## src/sv/hkp_pkg.sv

```systemverilog
// ----------------------------------------------------------------------------
// hkp_pkg: shared types and constants of the key path parser
// Item types, character classes, parser phases and default sizes.
// ----------------------------------------------------------------------------
package hkp_pkg;

	localparam int unsigned MAX_DEPTH_DEF   = 16;
	localparam int unsigned MAX_LENGTH_DEF  = 61;
	localparam int unsigned QUEUE_DEPTH_DEF = 2;
	localparam int unsigned MAX_DIGITS      = 11;

	localparam logic [31:0] HARDENED = 32'h8000_0000;

	localparam logic [7:0] CH_LOWER_M = 8'h6D;
	localparam logic [7:0] CH_UPPER_M = 8'h4D;
	localparam logic [7:0] CH_SLASH   = 8'h2F;
	localparam logic [7:0] CH_APOS    = 8'h27;
	localparam logic [7:0] CH_ZERO    = 8'h30;
	localparam logic [7:0] CH_NINE    = 8'h39;

	typedef struct packed {
		logic [7:0] ch;
		logic       last;
	} hkp_in_t;

	typedef struct packed {
		logic        is_final;
		logic [31:0] child_index;
		logic [3:0]  level;
		logic        ok;
		logic        is_private;
		logic [4:0]  depth;
	} hkp_out_t;

	typedef enum logic [2:0] {
		CL_LOWER_M,
		CL_UPPER_M,
		CL_SLASH,
		CL_DIGIT,
		CL_APOS,
		CL_OTHER
	} hkp_cls_t;

	typedef struct packed {
		hkp_cls_t   cls;
		logic [3:0] digit;
		logic       last;
	} hkp_tok_t;

	typedef enum logic [2:0] {
		PH_START,
		PH_SLASH,
		PH_SKIP,
		PH_DIGITS,
		PH_DONE
	} hkp_phase_t;

	typedef struct packed {
		logic hold_valid;
		logic mid_path;
	} hkp_stat_t;

endpackage

```

## src/sv/hkp_front.sv

```systemverilog
// ----------------------------------------------------------------------------
// hkp_front: character intake and classification
// Registers each accepted character as a class, a digit value and the last flag.
// ----------------------------------------------------------------------------
module hkp_front import hkp_pkg::*; (
	input  logic     clk,
	input  logic     arst_n,
	input  logic     in_valid,
	output logic     in_ready,
	input  hkp_in_t  in_item,
	output logic     tok_valid,
	input  logic     tok_ready,
	output hkp_tok_t tok
);

	logic     valid_s1;
	hkp_tok_t tok_s1;
	hkp_tok_t tok_c;

	always_comb begin
		tok_c.digit = in_item.ch[3:0];
		tok_c.last  = in_item.last;
		if (in_item.ch >= CH_ZERO && in_item.ch <= CH_NINE) begin
			tok_c.cls = CL_DIGIT;
		end else if (in_item.ch == CH_SLASH) begin
			tok_c.cls = CL_SLASH;
		end else if (in_item.ch == CH_APOS) begin
			tok_c.cls = CL_APOS;
		end else if (in_item.ch == CH_LOWER_M) begin
			tok_c.cls = CL_LOWER_M;
		end else if (in_item.ch == CH_UPPER_M) begin
			tok_c.cls = CL_UPPER_M;
		end else begin
			tok_c.cls = CL_OTHER;
		end
	end

	assign in_ready  = !valid_s1 || tok_ready;
	assign tok_valid = valid_s1;
	assign tok       = tok_s1;

	always_ff @(posedge clk or negedge arst_n) begin
		if (!arst_n) begin
			valid_s1 <= 1'b0;
		end else if (in_valid && in_ready) begin
			valid_s1 <= 1'b1;
		end else if (tok_ready) begin
			valid_s1 <= 1'b0;
		end
	end

	always_ff @(posedge clk) begin
		if (in_valid && in_ready) begin
			tok_s1 <= tok_c;
		end
	end

endmodule

```

## src/sv/hkp_queue.sv

```systemverilog
// ----------------------------------------------------------------------------
// hkp_queue: short queue of classified items
// Decouples the intake from the parser so that each side stalls on its own.
// ----------------------------------------------------------------------------
module hkp_queue import hkp_pkg::*; #(
	parameter int unsigned DEPTH = QUEUE_DEPTH_DEF
) (
	input  logic     clk,
	input  logic     arst_n,
	input  logic     wr_valid,
	output logic     wr_ready,
	input  hkp_tok_t wr_tok,
	output logic     rd_valid,
	input  logic     rd_ready,
	output hkp_tok_t rd_tok
);

	localparam int unsigned PTR_W = (DEPTH > 1) ? $clog2(DEPTH) : 1;
	localparam int unsigned CNT_W = $clog2(DEPTH + 1);

	hkp_tok_t             slot_q [DEPTH];
	logic     [PTR_W-1:0] wr_ptr_q;
	logic     [PTR_W-1:0] rd_ptr_q;
	logic     [CNT_W-1:0] count_q;
	logic                 push;
	logic                 pop;

	assign wr_ready = count_q < CNT_W'(DEPTH);
	assign rd_valid = count_q != '0;
	assign rd_tok   = slot_q[rd_ptr_q];
	assign push     = wr_valid && wr_ready;
	assign pop      = rd_valid && rd_ready;

	always_ff @(posedge clk or negedge arst_n) begin
		if (!arst_n) begin
			wr_ptr_q <= '0;
			rd_ptr_q <= '0;
			count_q  <= '0;
		end else begin
			if (push) begin
				wr_ptr_q <= (wr_ptr_q == PTR_W'(DEPTH - 1)) ? '0 : wr_ptr_q + 1'b1;
			end
			if (pop) begin
				rd_ptr_q <= (rd_ptr_q == PTR_W'(DEPTH - 1)) ? '0 : rd_ptr_q + 1'b1;
			end
			if (push && !pop) begin
				count_q <= count_q + 1'b1;
			end else if (pop && !push) begin
				count_q <= count_q - 1'b1;
			end
		end
	end

	always_ff @(posedge clk) begin
		if (push) begin
			slot_q[wr_ptr_q] <= wr_tok;
		end
	end

endmodule

```

## src/sv/hkp_back.sv

```systemverilog
// ----------------------------------------------------------------------------
// hkp_back: path parser state machine and result output
// Runs one classified item per cycle unless stalled; emits components, final status.
// ----------------------------------------------------------------------------
module hkp_back import hkp_pkg::*; #(
	parameter int unsigned MAX_DEPTH  = MAX_DEPTH_DEF,
	parameter int unsigned MAX_LENGTH = MAX_LENGTH_DEF
) (
	input  logic      clk,
	input  logic      arst_n,
	input  logic      tok_valid,
	output logic      tok_ready,
	input  hkp_tok_t  tok,
	output logic      out_valid,
	input  logic      out_ready,
	output hkp_out_t  out_item,
	output hkp_stat_t stat
);

	localparam int unsigned CHAR_W = $clog2(MAX_LENGTH + 1);
	localparam int unsigned CNT_W  = $clog2(MAX_DEPTH + 1);

	hkp_phase_t              phase_q, phase_n;
	logic       [31:0]       acc_q, acc_n;
	logic       [3:0]        dcnt_q, dcnt_n;
	logic       [CHAR_W-1:0] ccnt_q, ccnt_n;
	logic       [CNT_W-1:0]  comp_q, comp_n;
	logic                    priv_q, priv_n;
	logic                    fail_q, fail_n;

	logic                    emit;
	logic       [31:0]       emit_val;
	hkp_out_t                comp_item;
	hkp_out_t                fin_item;
	logic                    proc;

	logic                    out_valid_q;
	hkp_out_t                out_q;
	logic                    hold_valid_q;
	hkp_out_t                hold_q;

	always_comb begin
		phase_n  = phase_q;
		acc_n    = acc_q;
		dcnt_n   = dcnt_q;
		ccnt_n   = ccnt_q;
		comp_n   = comp_q;
		priv_n   = priv_q;
		fail_n   = fail_q;
		emit     = 1'b0;
		emit_val = acc_q;

		if (!fail_q) begin
			if (ccnt_q >= CHAR_W'(MAX_LENGTH)) begin
				fail_n = 1'b1;
			end else begin
				ccnt_n = ccnt_q + 1'b1;
			end
		end

		if (!fail_n) begin
			case (phase_q)
				PH_START: begin
					case (tok.cls)
						CL_LOWER_M: begin
							priv_n  = 1'b1;
							phase_n = PH_SLASH;
						end
						CL_UPPER_M: begin
							priv_n  = 1'b0;
							phase_n = PH_SLASH;
						end
						default: begin
							fail_n = 1'b1;
						end
					endcase
				end
				PH_SLASH: begin
					if (tok.cls == CL_SLASH) begin
						if (comp_q >= CNT_W'(MAX_DEPTH)) begin
							fail_n = 1'b1;
						end else begin
							phase_n = PH_SKIP;
						end
					end else begin
						phase_n = PH_DONE;
					end
				end
				PH_SKIP: begin
					if (tok.cls == CL_DIGIT) begin
						acc_n   = 32'(tok.digit);
						dcnt_n  = 4'd1;
						phase_n = PH_DIGITS;
					end
				end
				PH_DIGITS: begin
					if (tok.cls == CL_DIGIT) begin
						if (dcnt_q >= 4'(MAX_DIGITS)) begin
							fail_n = 1'b1;
						end else begin
							acc_n  = (acc_q << 3) + (acc_q << 1) + 32'(tok.digit);
							dcnt_n = dcnt_q + 1'b1;
						end
					end else if (tok.cls == CL_APOS) begin
						emit     = 1'b1;
						emit_val = acc_q + HARDENED;
						comp_n   = comp_q + 1'b1;
						phase_n  = PH_SLASH;
					end else begin
						emit     = 1'b1;
						emit_val = acc_q;
						comp_n   = comp_q + 1'b1;
						if (tok.cls == CL_SLASH) begin
							if (comp_n >= CNT_W'(MAX_DEPTH)) begin
								fail_n = 1'b1;
							end else begin
								phase_n = PH_SKIP;
							end
						end else begin
							phase_n = PH_DONE;
						end
					end
				end
				default: begin
				end
			endcase
		end

		if (tok.last && !fail_n && phase_n == PH_DIGITS) begin
			emit     = 1'b1;
			emit_val = acc_n;
			comp_n   = comp_n + 1'b1;
		end

		comp_item.is_final    = 1'b0;
		comp_item.child_index = emit_val;
		comp_item.level       = 4'(comp_q);
		comp_item.ok          = 1'b0;
		comp_item.is_private  = 1'b0;
		comp_item.depth       = '0;

		fin_item.is_final    = 1'b1;
		fin_item.child_index = '0;
		fin_item.level       = '0;
		fin_item.ok          = !fail_n && phase_n != PH_SKIP && phase_n != PH_START;
		fin_item.is_private  = priv_n;
		fin_item.depth       = 5'(comp_n);

		if (tok.last) begin
			phase_n = PH_START;
			acc_n   = '0;
			dcnt_n  = '0;
			ccnt_n  = '0;
			comp_n  = '0;
			priv_n  = 1'b0;
			fail_n  = 1'b0;
		end
	end

	assign tok_ready = !hold_valid_q && (!out_valid_q || out_ready);
	assign proc      = tok_valid && tok_ready;
	assign out_valid = out_valid_q;
	assign out_item  = out_q;

	assign stat.hold_valid = hold_valid_q;
	assign stat.mid_path   = phase_q != PH_START;

	always_ff @(posedge clk or negedge arst_n) begin
		if (!arst_n) begin
			phase_q      <= PH_START;
			acc_q        <= '0;
			dcnt_q       <= '0;
			ccnt_q       <= '0;
			comp_q       <= '0;
			priv_q       <= 1'b0;
			fail_q       <= 1'b0;
			out_valid_q  <= 1'b0;
			hold_valid_q <= 1'b0;
		end else begin
			if (proc) begin
				phase_q <= phase_n;
				acc_q   <= acc_n;
				dcnt_q  <= dcnt_n;
				ccnt_q  <= ccnt_n;
				comp_q  <= comp_n;
				priv_q  <= priv_n;
				fail_q  <= fail_n;
				if (emit || tok.last) begin
					out_valid_q <= 1'b1;
				end else begin
					out_valid_q <= 1'b0;
				end
				if (emit && tok.last) begin
					hold_valid_q <= 1'b1;
				end
			end else if (out_valid_q && out_ready) begin
				if (hold_valid_q) begin
					hold_valid_q <= 1'b0;
				end else begin
					out_valid_q <= 1'b0;
				end
			end
		end
	end

	always_ff @(posedge clk) begin
		if (proc) begin
			if (emit) begin
				out_q <= comp_item;
				if (tok.last) begin
					hold_q <= fin_item;
				end
			end else if (tok.last) begin
				out_q <= fin_item;
			end
		end else if (out_valid_q && out_ready && hold_valid_q) begin
			out_q <= hold_q;
		end
	end

endmodule

```

## src/sv/hd_key_path_parser_core.sv

```systemverilog
// ----------------------------------------------------------------------------
// hd_key_path_parser_core: streaming key derivation path parser
// Parses m/44'/0'/0 style paths a character at a time, emits components and
// a final status per path.
// ----------------------------------------------------------------------------
// channel  dir  handshake               item
// in       in   in_valid / in_ready     in_item  : ch, last
// out      out  out_valid / out_ready   out_item : is_final, child_index, level,
//                                                  ok, is_private, depth
//
// One character per cycle sustained while out_ready is high; the parser state
// machine in hkp_back takes one item a cycle.
// A last character that closes a pending component gives two items and holds
// the parser while the second drains.
// Input to result passes the intake register, a queue slot and the output register.
// arst_n clears all control state; the block needs no warm-up after reset.
// A stalled output fills the queue, then in_ready falls.
// ----------------------------------------------------------------------------
module hd_key_path_parser_core import hkp_pkg::*; #(
	parameter int unsigned MAX_DEPTH   = MAX_DEPTH_DEF,
	parameter int unsigned MAX_LENGTH  = MAX_LENGTH_DEF,
	parameter int unsigned QUEUE_DEPTH = QUEUE_DEPTH_DEF
) (
	input  logic     clk,
	input  logic     arst_n,
	input  logic     in_valid,
	output logic     in_ready,
	input  hkp_in_t  in_item,
	output logic     out_valid,
	input  logic     out_ready,
	output hkp_out_t out_item
);

	logic      f_valid;
	logic      f_ready;
	hkp_tok_t  f_tok;
	logic      q_valid;
	logic      q_ready;
	hkp_tok_t  q_tok;
	hkp_stat_t stat;

	hkp_front u_front (
		.clk       (clk),
		.arst_n    (arst_n),
		.in_valid  (in_valid),
		.in_ready  (in_ready),
		.in_item   (in_item),
		.tok_valid (f_valid),
		.tok_ready (f_ready),
		.tok       (f_tok)
	);

	hkp_queue #(
		.DEPTH (QUEUE_DEPTH)
	) u_queue (
		.clk      (clk),
		.arst_n   (arst_n),
		.wr_valid (f_valid),
		.wr_ready (f_ready),
		.wr_tok   (f_tok),
		.rd_valid (q_valid),
		.rd_ready (q_ready),
		.rd_tok   (q_tok)
	);

	hkp_back #(
		.MAX_DEPTH  (MAX_DEPTH),
		.MAX_LENGTH (MAX_LENGTH)
	) u_back (
		.clk       (clk),
		.arst_n    (arst_n),
		.tok_valid (q_valid),
		.tok_ready (q_ready),
		.tok       (q_tok),
		.out_valid (out_valid),
		.out_ready (out_ready),
		.out_item  (out_item),
		.stat      (stat)
	);

	a_hold_behind_comp: assert property (@(posedge clk) disable iff (!arst_n)
		stat.hold_valid |-> out_valid && !out_item.is_final)
		else $error("held status without a component ahead of it");

	a_hold_after_reset: assert property (@(posedge clk) disable iff (!arst_n)
		stat.hold_valid |-> !stat.mid_path)
		else $error("parser state not cleared while status is held");

	a_comp_fields: assert property (@(posedge clk) disable iff (!arst_n)
		out_valid && !out_item.is_final |->
			!out_item.ok && !out_item.is_private && out_item.depth == 5'd0)
		else $error("status fields set in a component item");

endmodule

```

## config.mk

```make
export PLATFORM = sky130hd
export DESIGN_NAME = hd_key_path_parser_core
export DESIGN_NICKNAME = d
export VERILOG_FILES = /design/src/sv/hkp_pkg.sv /design/src/sv/hkp_front.sv /design/src/sv/hkp_queue.sv /design/src/sv/hkp_back.sv /design/src/sv/hd_key_path_parser_core.sv
export SDC_FILE = /design/constraint.sdc
export NUM_CORES = 1
export LEC_CHECK = 0
export BUFFER_PORTS_ARGS = -buffer_cell sky130_fd_sc_hd__buf_4
export CORE_ASPECT_RATIO = 0.5
export CORE_MARGIN = 2
export CORE_UTILIZATION = 60
export CTS_CLUSTER_DIAMETER = 150
export DETAILED_ROUTE_END_ITERATION = 10
export GPL_TIMING_DRIVEN = 0
export PLACE_DENSITY = 0.84
export SLEW_MARGIN = 10
export SYNTH_ARGS = -nofsm -noshare
export SYNTH_HDL_FRONTEND = slang
export SYNTH_HIERARCHICAL = 1
export SYNTH_SLANG_ARGS = --single-unit
```

## constraint.sdc

```tcl
create_clock -name clk -period 5 [get_ports clk]
set_clock_uncertainty 0.05 [all_clocks]
set_input_delay 0 -clock clk [delete_from_list [all_inputs] [get_ports clk]]
set_output_delay 0 -clock clk [all_outputs]
set_load 0.02 [all_outputs]
```

==> run metrics <==
Global Route Usage Sum=0.310; beginning of the critical path=u_queue/rd_ptr_q; sequential share of power=0.367; status=finished, final reports clean; Die Wd=~170 um; Avg WL per Cell=about 20 um; Mapped Cells=around 800; PwrDens=435 nW/um^2; NetSw=~1600 uW; post-synthesis cell area=8210 um^2; Top Usage Layer GRT=met2; DIE HEIGHT=86.7 um; vias=~7200; CTS max path bufs=2; synth warn=6; fin nets=985; CTS H-tree depth=4; GR met1 Demand/Resource=0.389; Peak VDD IR=0.000262 V; detailed-route DRC error count=0; DRT Wirelength=22.0 mm; layout cells sized above 1=0.154; total CTS buffers=17; Filler cells=958; initial antenna violation count=0; maximum fanout along the worst path=30; initial DRC count=slightly above 900; Startpoint Class=flop; vias in the first global route=about 7000; Initial DRT Pass Iterations=5; Hold Crit Class=input port to async pin; Finished Cell Area=9610 um^2; CTS sink cnt=~130; dpl cell area=8890 um^2; Layout Cells excl Fill=1094; # rows=30; final setup fails=0; Core ar.=roughly 13000 um^2; Logic pwr share=0.333; unrepaired setup endpoints after global routing=false; Sw Ratio=0.375; Placer Congestion=a little over 0.9; Fin. Hold Viols=0; Internal=2610 uW; fin crit period=4530 ps; RR Endpoint=u_back/out_item[32]; Data required, critical path=slightly above 5000 ps; diode count=0; worst r2r path cells=15; Setup CP Type=flop to flop; leakage=0.00414 uW; fin. max-slew vios=0; area grow syn2layout=17.1%; IO Count=59; DIE AREA=14700 um^2; arrival time worst endpoint=4650 ps; detailed placement HPWL=14.8 mm; FMAX=0.221 GHz; CTS root buffer=clkbuf_16; Placed Cells=roughly 1000; post-CTS sizing=0; Total Power=4180 uW; Max-slew headroom=0.292; Via density=approximately 6.6; I/O Buffers=between 50 and 60; total grt overflow=0; Final ANT Viol Nets=0; Setup TNS=0 ps; Max-cap violations=0; first-pass GRT wire length=35.0 mm; initial core utilization=0.611; Tightest Pin Transition=1050 ps; reg2reg setup slack=470 ps; clock power share=0.300; clock latency on the worst-skew pair=around 430 ps; reg2reg start=u_queue/rd_ptr_q; largest net degree at the start of global routing=60; CTS tree=done; crit path capture type=flop; Final Cycle Share=0.906; utilization after layout=0.715; Mapped Nets=893; syn_area_per_cell=10.1 um^2; setup bufs post-CTS=0; GR Layer Usage met3=0.0772; Clock Pin Slew Worst Setup and Hold Paths=60 ps; met2 Use GR=0.503
[flip-flops by register name (all words and copies together) (netlist names), 2 cells and up]
| signal | count |
|---|---|
| u_back/hold_q | 7 |
| u_front/tok | 8 |
| u_back/ccnt_q | 6 |
| u_back/dcnt_q | 4 |
| u_back/out_item | 44 |
| u_queue/slot_q | 16 |
| u_back/acc_q | 32 |
| u_queue/count_q | 2 |
| u_back/comp_q | 5 |
| u_back/phase_q | 3 |
[worst max-delay path by stage]
stage | to | depth (start not counted) | slack [ps]
after floorplan | u_back/out_item[0] | 14 | 640
after global placement | u_back/out_item[43] | 14 | -600
after detailed placement | u_back/out_item[43] | 15 | 590
after CTS | u_back/out_item[32] | 15 | 570
after global routing | u_back/out_item[32] | 15 | 310
final | u_back/out_item[32] | 15 | 470
[layout by cell type (no fill, tap or decap), drive strengths merged, types with 6 or more instances in the layout]
cell,count
nand2,83
a211oi,8
a22o,15
edfxtp,75
a21oi,67
xnor2,32
inv,29
a21o,24
mux2,10
o22ai,9
nand3,33
buf,75
nand4,10
nand2b,9
a22oi,11
dfrtp,59
ha,65
o31ai,7
nor3,10
clkbuf,46
and2,11
a31oi,9
nor2,63
xor2,13
o21ai,49
dlygate4sd3,14
o211ai,6
[area by class of cell]
type / count / area [um^2] / area share
multi-input cells: 615 / 4210 / 0.438
flip-flops and latches: 134 / 3730 / 0.388
plain buffers: 45 / 203 / 0.0211
inverters: 19 / 71.3 / 0.00742
clock buffers: 17 / 425 / 0.0443
clock inverters: 15 / 155 / 0.0161
well taps: 176 / 220 / 0.0229
repair buffers: 73 / 596 / 0.0620
[layer usage]
| metal | up-vias | wire [um] |
|---|---|---|
| li1 | 3215 | - |
| met1 | 3422 | 8710 |
| met2 | 432 | 10200 |
| met3 | 111 | 2140 |
| met4 | 0 | 994 |
| met5 | - | 0 |
[critical path, cell delays in order, from the launching register on]
cell and delay, ps:
dfrtp_1 330, buf_4 170, mux2_2 360, buf_6 140
or3b_1 340, a211oi_1 320, o22ai_1 140, nor2_1 280
nand4bb_4 280, nor2_2 140, nor2_4 280, nor2_4 90
inv_2 160, buf_2 330, nand3_2 480, buf_12 350
[stage by stage]
step	hold slack, ps	setup WS (ps)
2_1_floorplan	-346	636
3_3_place_gp	91.6	-599
3_5_place_dp	90.8	589
4_1_cts	181	567
5_1_grt	238	306
6_report	159	471
[power groups by stage]
| stage | clock [uW] | combinational [uW] | sequential (uW) |
|---|---|---|---|
| floorplan | 0 | 674 | 1720 |
| global placement | 0 | 1300 | 1560 |
| detailed placement | 0 | 1350 | 1550 |
| CTS | 1270 | 1370 | 1530 |
| global route | 1320 | 1480 | 1560 |
| finish | 1250 | 1390 | 1530 |
[timing repair]
| action | in CTS | in global routing |
|---|---|---|
| hold buffers | 14 | 0 |
| setup endpoints to repair | 0 | 0 |
| hold endpoints to repair | 70 | 0 |
Power figures use the tool's default switching activity.
